File: src/design/tdpt_pkg.sv
// ----------------------------------------------------------------------------
// Trial division prime test package
// Widths, controller states and the command/status bundles.
// ----------------------------------------------------------------------------
package tdpt_pkg;

  localparam int DATA_WIDTH = 32;
  localparam int CNT_W      = $clog2(DATA_WIDTH);
  localparam int SQ_W       = DATA_WIDTH + 2;
  localparam int FIRST_DIV  = 2;

  typedef enum logic [2:0] {
    S_IDLE,
    S_CHECK,
    S_DIV,
    S_TEST,
    S_POST
  } state_t;

  typedef struct packed {
    logic load;       // capture new number, reset trial divisor
    logic start_div;  // clear remainder, start serial division
    logic div_step;   // one restoring division bit
    logic advance;    // next trial divisor and its square
    logic decide;     // latch verdict
    logic verdict;
    logic post;       // move verdict into the output register
  } cmd_t;

  typedef struct packed {
    logic trivial;    // negative, zero or one
    logic sq_gt_n;    // divisor squared exceeds the number
    logic div_last;   // final division bit this cycle
    logic rem_zero;
  } stat_t;

endpackage

File: src/design/tdpt_ctrl.sv
// ----------------------------------------------------------------------------
// Trial division controller
// Sequences load, bound check, serial division and result transfer.
// ----------------------------------------------------------------------------
module tdpt_ctrl
  import tdpt_pkg::*;
(
  input  logic  clk,
  input  logic  rst,
  input  logic  req_valid,
  output logic  req_ready,
  output logic  rsp_valid,
  input  logic  rsp_ready,
  input  stat_t stat,
  output cmd_t  cmd
);

  state_t state;
  state_t state_next;
  logic   rsp_valid_next;

  always_ff @(posedge clk) begin
    if (rst) begin
      state     <= S_IDLE;
      rsp_valid <= 1'b0;
    end else begin
      state     <= state_next;
      rsp_valid <= rsp_valid_next;
    end
  end

  always_comb begin
    state_next = state;
    cmd        = '0;
    req_ready  = 1'b0;
    case (state)
      S_IDLE: begin
        req_ready = 1'b1;
        if (req_valid) begin
          cmd.load   = 1'b1;
          state_next = S_CHECK;
        end
      end
      S_CHECK: begin
        if (stat.trivial) begin
          cmd.decide  = 1'b1;
          cmd.verdict = 1'b0;
          state_next  = S_POST;
        end else if (stat.sq_gt_n) begin
          cmd.decide  = 1'b1;
          cmd.verdict = 1'b1;
          state_next  = S_POST;
        end else begin
          cmd.start_div = 1'b1;
          state_next    = S_DIV;
        end
      end
      S_DIV: begin
        cmd.div_step = 1'b1;
        if (stat.div_last) begin
          state_next = S_TEST;
        end
      end
      S_TEST: begin
        if (stat.rem_zero) begin
          cmd.decide  = 1'b1;
          cmd.verdict = 1'b0;
          state_next  = S_POST;
        end else begin
          cmd.advance = 1'b1;
          state_next  = S_CHECK;
        end
      end
      S_POST: begin
        // output register free or draining this cycle
        if (!rsp_valid || rsp_ready) begin
          cmd.post   = 1'b1;
          state_next = S_IDLE;
        end
      end
      default: begin
        state_next = S_IDLE;
      end
    endcase
  end

  always_comb begin
    if (cmd.post) begin
      rsp_valid_next = 1'b1;
    end else if (rsp_ready) begin
      rsp_valid_next = 1'b0;
    end else begin
      rsp_valid_next = rsp_valid;
    end
  end

endmodule
File: config.mk
export PLATFORM = sky130hd
export DESIGN_NAME = tdpt_ctrl
export DESIGN_NICKNAME = d
export VERILOG_FILES = /design/src/design/tdpt_pkg.sv /design/src/design/tdpt_ctrl.sv
export SDC_FILE = /design/constraint.sdc
export NUM_CORES = 1
export LEC_CHECK = 0
export ABC_AREA = 1
export BUFFER_PORTS_ARGS = -buffer_cell sky130_fd_sc_hd__buf_2
export CORE_AREA = 8 8 45 47
export CTS_CLUSTER_DIAMETER = 200
export DETAILED_ROUTE_END_ITERATION = 10
export DIE_AREA = 0 0 53 55
export RECOVER_POWER = 25
export SETUP_SLACK_MARGIN = 0.4
export SYNTH_ARGS = -nofsm -noshare
export SYNTH_HDL_FRONTEND = slang
export SYNTH_SLANG_ARGS = --single-unit
File: constraint.sdc
create_clock -name clk -period 1.3 [get_ports clk]
set_input_delay 0.065 -clock clk [delete_from_list [all_inputs] [get_ports clk]]
set_output_delay 0.065 -clock clk [all_outputs]
set_load 0.005 [all_outputs]
* Yosys cells after proc, flatten, opt, wreduce, memory -nomap -nowiden
Index checks and enable logic that the tools add are counted.
** Cells by class
- Equality and inequality tests :: 7
- Mux-type cells :: 24
- Reduce and logical (&&, ||, !) cells :: 5
** Operators with widths (number)
- 3-bit two-way mux :: 6
- 3-bit one-hot mux with 5 select lines :: 1
- 1-bit two-way mux :: 13
- 3-bit by 2-bit == test with 1-bit output, second input constant :: 2
- 2-bit two-way mux :: 3
- 2-bit inequality test, second input constant :: 3
- 2-bit one-hot mux with 2 select lines :: 1
- 3-bit by 1-bit == test with 1-bit output, second input constant :: 1
- 3-bit == test, second input constant :: 1
- 3-bit logical NOT :: 1
- 3-bit AND reduction :: 1
- 2-bit nonzero test :: 1
- 1-bit logical NOT :: 1
- 1-bit logical OR :: 1
** Storage, ports and cells
- Bits in registers :: 4
- Input port bits :: 8
- Output and inout port bits :: 9
- Word-level logic and storage cells :: 38

* Depth between registers and ports, before layout
Gate-level depths: netlist of run 1.
- Word-level depth :: 5
- Depth in mapped cells :: 6
- Depth with buffers taken out :: 6

* Worst setup path before layout of run 1
OpenSTA, ideal clock, no wires.
- Path type :: register to register
- From :: register state[1]
- To :: register state[0]
- Library setup time :: 0.073 ns
- Arrival :: 0.859 ns
- Required time :: 1.227 ns
- Slack :: 0.368 ns
- Stages on the path, launching flop included :: 5
- Buffers on the path :: 1
- Clock period less this slack :: 0.932 ns
- Cell sequence :: dfxtp_1 buf_2 nor3_2 nor2_1 nor3_2
** On the way
- Word-level cells in the longest chain between the ends :: 3
- Elaborated cells between the ends (all ways) :: 10
- Classes of those cells :: eq/ne: 7; mux: 1; reduce/logical: 2
** Ends and longest elaborated chain
- from (decl) :: RTL line tdpt_ctrl.sv:18 : state_t state;
- from (signal assigned) :: RTL line tdpt_ctrl.sv:27 : state <= state_next;
- 3-bit == test, or another cell as far along :: RTL line tdpt_ctrl.sv:36 : case (state)
- 2-bit inequality test (no line)
- 3-bit AND reduction (no line)
Several ways; a longest one is shown, not always the timed one.
A chain may end at the register's enable or synchronous reset.

==> impl_metrics.tcl, run 1 <==
set metrics [dict create \
    slew_violations 0 \
    ys_seq_area_share_pct 26.8 \
    finalWorstSetupSlack_ns 0.125 \
    seqPwrFrac_pct 32.6 \
    fmaxAchievable_mhz 851 \
    hold_slack_ns 0.0230 \
    crit_path_top_delay_cell "dfxtp_4" \
    cp.arrival_ns 1.11 \
    cpLargestDelayFamily "flip-flops" \
    p_switching_uw 161 \
    cts.path.max_buffers 2 \
    critPathRequiredTime_ns 1.24 \
    n_antenna_cell 0 \
    start_util_pct 21.6 \
    grt_pass1_vias 364 \
    switching_share_pct 32.8 \
    grt_first_pass_wirelength_mm 1.39 \
    p_clk_share_pct 30.1 \
    wl_per_cell_um 10.9 \
    final_cell_mix "15 x buf_2, 5 x inv_1, 4 x nand2_1, 4 x nand3_1, 4 x buf_4" \
    antenna_left 0 \
    rsz0062_at_grt "yes" \
    fillers 153 \
    first_pass_iters 1 \
    insertion_delay_ns 0.23 \
    p_total_uw 491 \
    final_cells 80 \
    top_usage_layer "met2" \
    powerDensity_nw_per_um2 997 \
    crit_type "reg -> out" \
    worstMarginPinSlew_ns 0.206 \
    gr-usage-met3_pct 2.94 \
    seqCellArea_um2 91.3 \
    grt_use_met2_pct 11.9 \
    drive_gt1_share_pct 67.2 \
    grt_max_degree 9 \
    die_w_um 53 \
    p_int_uw 330 \
    antenna_found_initial 0 \
    p_leak_nw 0.250 \
    drt_iter0_drc 0 \
    avgSynthCellArea_um2 6.95 \
    placedCellCount 73 \
    fin_crit_sh_pct 90.4 \
    irDropWorstVdd_mv 0.404 \
    drt-total-wl_um 868 \
    hold_viol_final 0 \
    ys.warnings.count 0 \
    synth_area_um2 299 \
    portBuffers 16 \
    setup_tns_ns 0 \
    path_buf_inv 2 \
    htree_levels 1 \
    vias 349 \
    drc 0 \
    fp-row-count 14 \
    via_per_inst 4.36 \
    synthesis.nets 51 \
    cts_buffers 3 \
    multi_input_area_um2 205 \
    cts.sinks 4 \
    p_comb_share_pct 37.3 \
    ctsHoldBuffers 0 \
    gp_congestion 0.754 \
    setup-violations-final 0 \
    fin_skew_ns 0.000673 \
    cts_root_buffer "clkbuf_4" \
    post-route-min-period_ns 1.18 \
    synth-seq-cells 4 \
    path_clk_slew_ns 0.03 \
    status "finished clean" \
    syn_to_final_growth_pct 64.9 \
    grt-ovfl-total 0 \
    syn_inst 43 \
    ioPinCount 17 \
    nNetsFinal 74 \
    core_um2 1380 \
    crit_path_start_kind "flip-flop" \
    place_ws_ns 0.281 \
    cpPeakStageDelay_ns 0.38 \
    cp_max_fo 6 \
    met1_usage_pct 5.16 \
    relSlewSlack_pct 86.2 \
    hold_path.class "in -> reg" \
    dp_hpwl_um 676 \
    critPathCaptureType "primary output" \
    final_common_cell "buf_2" \
    cts_tree "yes" \
    dieHeight_um 55 \
    die-area_um2 2920 \
    globalRouteTotalUtil_pct 6.61 \
    maxCapViolations 0 \
    worstPathCellList "inv_4 > nor2_4 > nand2_4 > nor3b_2 > buf_2" \
    synth_cell_types 19 \
]
[worst reg2reg max path: cells and delay by family, from the launching register on]
family                 cells  cell delay (ns)
AND/OR/NAND/NOR            3             0.29
flip-flops                 1             0.38
buffers and inverters      3             0.32
[through the flow]
step / instance area, um^2 / utilization (%)
floorplan: 303 / -
global placement: 388 / 28.0
detailed placement: 388 / 28.0
CTS: 450 / 32.5
global route: 493 / 35.6
finish: 493 / 35.6
[kinds of logic after synthesis]
family / synth area share [%]
flops: 26.8
buf+inv: 14.2
compound gates: 4.18
simple gates: 54.8
[final timing paths]
| path | from | endpoint | slack (ns) | depth (start not counted) |
|---|---|---|---|---|
| min reg2reg | rsp_valid | rsp_valid | 0.61 | 4 |
| min | rst | state[0] | 0.02 | 2 |
| max | state[0] | cmd[1] | 0.12 | 5 |
| max reg2reg | state[0] | state[0] | 0.25 | 6 |
[flip-flops by register name, summed over array words and instances, names as in the netlist]
| register | cells |
|---|---|
| state | 3 |
| rsp_valid | 1 |
[cell usage after synthesis, drive strengths merged]
cell | number | area [um^2]
or2 | 1 | 6.26
nand3 | 6 | 30.0
buf | 2 | 12.5
a21oi | 1 | 5.00
dfxtp | 4 | 80.1
nor2 | 8 | 50.0
inv | 8 | 30.0
nor3b | 1 | 12.5
nand4 | 2 | 12.5
nor4 | 1 | 6.26
nand2 | 5 | 21.3
nor3 | 3 | 25.0
o21a | 1 | 7.51
[layer usage]
| metal | vias up | part of all wire [%] |
|---|---|---|
| met3 | 2 | 7.8 |
| met1 | 161 | 31 |
| met2 | 5 | 61 |
| met5 | - | 0 |
| li1 | 181 | - |
| met4 | 0 | 0.46 |
[power groups by stage]
| stage | sequential, mW | clock [mW] | combinational, mW |
|---|---|---|---|
| detailed placement | 0.156 | 0 | 0.139 |
| floorplan | 0.151 | 0 | 0.0976 |
| global placement | 0.156 | 0 | 0.138 |
| global route | 0.163 | 0.159 | 0.205 |
| finish | 0.160 | 0.148 | 0.184 |
| CTS | 0.157 | 0.156 | 0.167 |
[final cells by class]
cell class                 instances  share of cell area, %
clock buffer                       3                   4.57
inverter                           8                   7.61
multi-input combinational         29                   41.6
sequential                         4                   18.5
tap                               16                   4.06
timing repair buffer              20                   23.6
[what timing repair did]
item | 4_1_cts | 5_1_grt
setup endpoints to repair | 12 | 12
setup buffers | 4 | 0
gates cloned | 0 | 0
resized for setup | 5 | 10
pin swaps | 0 | 1
Note: power is estimated with default switching activity, not from simulation.
==> run 2, diff against run 1 <==
--- a/config.mk
+++ b/config.mk
@@ -11,8 +11,10 @@
 export CTS_CLUSTER_DIAMETER = 200
 export DETAILED_ROUTE_END_ITERATION = 10
 export DIE_AREA = 0 0 53 55
+export HOLD_SLACK_MARGIN = 0.12
 export RECOVER_POWER = 25
 export SETUP_SLACK_MARGIN = 0.4
 export SYNTH_ARGS = -nofsm -noshare
 export SYNTH_HDL_FRONTEND = slang
 export SYNTH_SLANG_ARGS = --single-unit
+export TNS_END_PERCENT = 100
==> impl_metrics.tcl, run 2 (same netlist as run 1, synthesis figures left out) <==
set metrics [dict create \
    grt_use_met2_pct 11.9 \
    place_area_um2 388 \
    final_common_cell "buf_2" \
    rr_startpoint "state[0]" \
    crit_path_start_kind "flip-flop" \
    first_pass_iters 1 \
    cp.arrival_ns 1.11 \
    cts_root_buffer "clkbuf_4" \
    drive_gt1_share_pct 66.2 \
    cp-startpoint "state[0]" \
    gp_congestion 0.754 \
    grt_pass1_vias 364 \
    fp-row-count 14 \
    drc 0 \
    regMostFlops "state" \
    cts.path.max_buffers 2 \
    via_per_inst 4.38 \
    cp_max_fo 6 \
    cts.sinks 4 \
    maxCapViolations 0 \
    worstRegToRegCells 6 \
    antenna_left 0 \
    top_usage_layer "met2" \
    p_leak_nw 0.254 \
    irDropWorstVdd_mv 0.416 \
    critPathRequiredTime_ns 1.24 \
    hold_path.class "in -> reg" \
    die_w_um 53 \
    worstMarginPinSlew_ns 0.206 \
    globalRouteTotalUtil_pct 6.61 \
    cts_buffers 3 \
    min_from "rsp_ready" \
    crit_type "reg -> out" \
    vias 355 \
    rsz0062_at_grt "yes" \
    hold_viol_final 0 \
    hold_path_depth 4 \
    relSlewSlack_pct 86.2 \
    start_util_pct 21.6 \
    cts_tree "yes" \
    antenna_found_initial 0 \
    ioPinCount 17 \
    grt_max_degree 9 \
    hold_slack_ns 0.169 \
    fin_skew_ns 0.000673 \
    status "finished clean" \
    largest_reg_flops 3 \
    n_antenna_cell 0 \
    path_clk_slew_ns 0.03 \
    portBuffers 16 \
    fmaxAchievable_mhz 851 \
    setup-violations-final 0 \
    nNetsFinal 75 \
    gr-usage-met3_pct 2.94 \
    met1_usage_pct 5.16 \
    die-area_um2 2920 \
    drt-total-wl_um 870 \
    place_ws_ns 0.281 \
    core_um2 1380 \
    dp_hpwl_um 676 \
    powerDensity_nw_per_um2 981 \
    grt_first_pass_wirelength_mm 1.39 \
    fin_area_um2 503 \
    syn_to_final_growth_pct 68.2 \
    drt_iter0_drc 0 \
    insertion_delay_ns 0.23 \
    final_cell_mix "15 x buf_2, 5 x inv_1, 4 x nand2_1, 4 x nand3_1, 4 x buf_4" \
    critPathCaptureType "primary output" \
    setup_tns_ns 0 \
    fin_crit_sh_pct 90.4 \
    reg_top3 "state (3), rsp_valid (1)" \
    htree_levels 1 \
    post-route-min-period_ns 1.18 \
    grt-ovfl-total 0 \
    slew_violations 0 \
    finalWorstSetupSlack_ns 0.125 \
    dieHeight_um 55 \
    wl_per_cell_um 10.7 \
]
-- run 2: per-layer routing --
metal / routed length (um) / up-vias
li1: - / 183
met1: 270 / 165
met2: 529 / 5
met3: 66 / 2
met4: 4 / 0
met5: 0 / -
-- run 2: layout make-up --
cell class	count	area [um^2]
Clock buffer	3	22.5
Timing Repair Buffer	21	126
Sequential cell	4	91.3
Tap cell	16	20.0
Fill cell	152	881
Inverter	8	37.5
Multi-Input combinational cell	29	205
-- run 2: final timing paths --
path                                   to  slack [ns]
worst max-delay path               cmd[1]        0.12
worst max register to register   state[0]        0.25
worst min register to register  rsp_valid        0.61
worst min-delay path            rsp_valid        0.17
-- run 2: stage by stage --
stage          power [mW]  std cells  util [%]
4_1_cts             0.482         81      33.3
3_3_place_gp        0.294         73      28.0
5_1_grt             0.529         81      36.3
3_5_place_dp        0.295         73      28.0
6_report            0.494         81      36.3
2_1_floorplan       0.248         43         -
-- run 2: repair_timing --
| item | CTS | global route |
|---|---|---|
| resized for setup | 5 | 10 |
| hold buffers | 1 | 0 |
| pin swaps | 0 | 1 |
| hold endpoints to repair | 2 | 0 |
| endpoints found under the setup margin | 12 | 12 |
| buffers inserted | 4 | 0 |
-- run 2: power breakdown --
part           internal (mW)  switching (mW)
sequential             0.136          0.0241
clock                  0.103          0.0449
combinational         0.0931          0.0926
total                  0.332           0.162
-- run 2: critical path: stages (launching register included) --
cell and delay [ns]:
dfxtp_4 0.38, inv_4 0.06, nor2_4 0.10, nand2_4 0.07, nor3b_2 0.14, buf_2 0.13
==> run 3, diff against run 2 <==
--- a/config.mk
+++ b/config.mk
@@ -6,7 +6,7 @@
 export NUM_CORES = 1
 export LEC_CHECK = 0
 export ABC_AREA = 1
-export BUFFER_PORTS_ARGS = -buffer_cell sky130_fd_sc_hd__buf_2
+export BUFFER_PORTS_ARGS = -buffer_cell sky130_fd_sc_hd__buf_4
 export CORE_AREA = 8 8 45 47
 export CTS_CLUSTER_DIAMETER = 200
 export DETAILED_ROUTE_END_ITERATION = 10
==> impl_metrics.tcl, run 3 (same netlist as run 1, synthesis figures left out) <==
set metrics [dict create \
    status "finished clean" \
    hold_path.class "in -> reg" \
    cts_tree "yes" \
    cts.sinks 4 \
    fin_area_um2 529 \
    nNetsFinal 75 \
    relSlewSlack_pct 85.3 \
    cp.arrival_ns 1.14 \
    post-route-min-period_ns 1.21 \
    vias 345 \
    fin_crit_sh_pct 92.9 \
    drive_gt1_share_pct 61.5 \
    dp_hpwl_um 642 \
    die-area_um2 2920 \
    critPathCaptureType "primary output" \
    p_switching_uw 155 \
    rsz0062_at_grt "yes" \
    setup-violations-final 0 \
    antenna_left 0 \
    crit_type "reg -> out" \
    critPathRequiredTime_ns 1.24 \
    powerDensity_nw_per_um2 950 \
    via_per_inst 4.26 \
    ioPinCount 17 \
    switching_share_pct 30.8 \
    grt_max_degree 9 \
    cts.path.max_buffers 2 \
    start_util_pct 21.6 \
    insertion_delay_ns 0.23 \
    p_int_uw 348 \
    p_clk_share_pct 29.4 \
    syn_to_final_growth_pct 77.0 \
    largest_reg_flops 3 \
    fmaxAchievable_mhz 828 \
    hold_viol_final 0 \
    fillers 151 \
    drt-total-wl_um 808 \
    globalRouteTotalUtil_pct 5.84 \
    multi_input_area_um2 190 \
    place_ws_ns 0.285 \
    setup_tns_ns 0 \
    regMostFlops "state" \
    grt-ovfl-total 0 \
    cts_root_buffer "clkbuf_4" \
    grt_first_pass_wirelength_mm 1.20 \
    htree_levels 1 \
    maxCapViolations 0 \
    worstMarginPinSlew_ns 0.219 \
    core_um2 1380 \
    fin_skew_ns 0.0000499 \
    wl_per_cell_um 9.98 \
    slew_violations 0 \
    drt_iter0_drc 1 \
    dieHeight_um 55 \
    p_comb_share_pct 39.1 \
    drc 0 \
    crit_path_start_kind "flip-flop" \
    gp_congestion 0.747 \
    seqCellArea_um2 91.3 \
    place_area_um2 428 \
    reg_top3 "state (3), rsp_valid (1)" \
    die_w_um 53 \
    hold_slack_ns 0.148 \
    cts_buffers 3 \
    final_common_cell "buf_4" \
    first_pass_iters 2 \
    finalWorstSetupSlack_ns 0.0928 \
    cp_max_fo 6 \
    irDropWorstVdd_mv 0.401 \
    fp-row-count 14 \
    final_cell_mix "17 x buf_4, 6 x nand3_1, 5 x inv_1" \
    seqPwrFrac_pct 31.6 \
    path_clk_slew_ns 0.03 \
    antenna_found_initial 0 \
    n_antenna_cell 0 \
    p_leak_nw 0.257 \
    portBuffers 16 \
    grt_pass1_vias 317 \
]
-- run 3: cell count changes in the layout (fill, tap and decap cells not counted) --
cell	previous run	this run
nor3_1	0	1
clkbuf_4	3	4
nand3_2	2	0
buf_4	4	17
buf_6	1	2
buf_2	15	0
nor3_2	3	2
nand3_1	4	6
-- run 3: timing repair --
action / 4_1_cts / 5_1_grt
pin swaps: 0 / 1
hold buffers: 1 / 0
endpoints found under the setup margin: 12 / 12
buffers inserted: 1 / 3
gates resized for setup: 8 / 5
endpoints found under the hold margin: 4 / 0
-- run 3: stage by stage --
step	instances	utilization (%)	total power, mW
finish	81	38.2	0.503
global route	81	38.2	0.545
CTS	78	35.1	0.486
detailed placement	73	30.9	0.315
global placement	73	30.9	0.314
floorplan	43	-	0.248
-- run 3: routing by layer --
layer / wire (um) / vias to the layer above / GRT usage, % / part of all wire, %
met4: 12 / 0 / 7.76 / 1.5
met3: 59 / 2 / 2.41 / 7.3
met1: 254 / 152 / 4.86 / 31
li1: - / 186 / - / -
met2: 481 / 5 / 9.38 / 60
met5: 0 / - / 0 / 0
-- run 3: worst paths after layout --
| check | slack [ns] | cells past startpoint | startpoint | endpoint |
|---|---|---|---|---|
| setup reg to reg | 0.30 | 6 | state[0] | state[0] |
| hold reg to reg | 0.59 | 4 | rsp_valid | rsp_valid |
| setup / recovery | 0.09 | 5 | state[0] | cmd[1] |
| hold / removal | 0.15 | 4 | rsp_ready | rsp_valid |
-- run 3: final cells by class --
type	instances	area share [%]
Multi-Input combinational cell	29	35.9
Sequential cell	4	17.3
Tap cell	16	3.78
Timing Repair Buffer	21	31.7
Clock buffer	3	4.26
Inverter	8	7.09
-- run 3: critical path, cell delays in order (launching register included) --
cell     delay [ns]
dfxtp_4        0.38
inv_4          0.05
nor2_4         0.10
nand2_4        0.07
nor3b_2        0.17
buf_4          0.14
-- run 3: power by group through the flow --
stage                     combinational, mW  sequential (mW)  clock (mW)
final                                 0.196            0.159       0.148
after global routing                  0.216            0.162       0.168
after global placement                0.158            0.156           0
after CTS                             0.172            0.157       0.158
after detailed placement              0.158            0.156           0
after floorplan                      0.0976            0.151           0
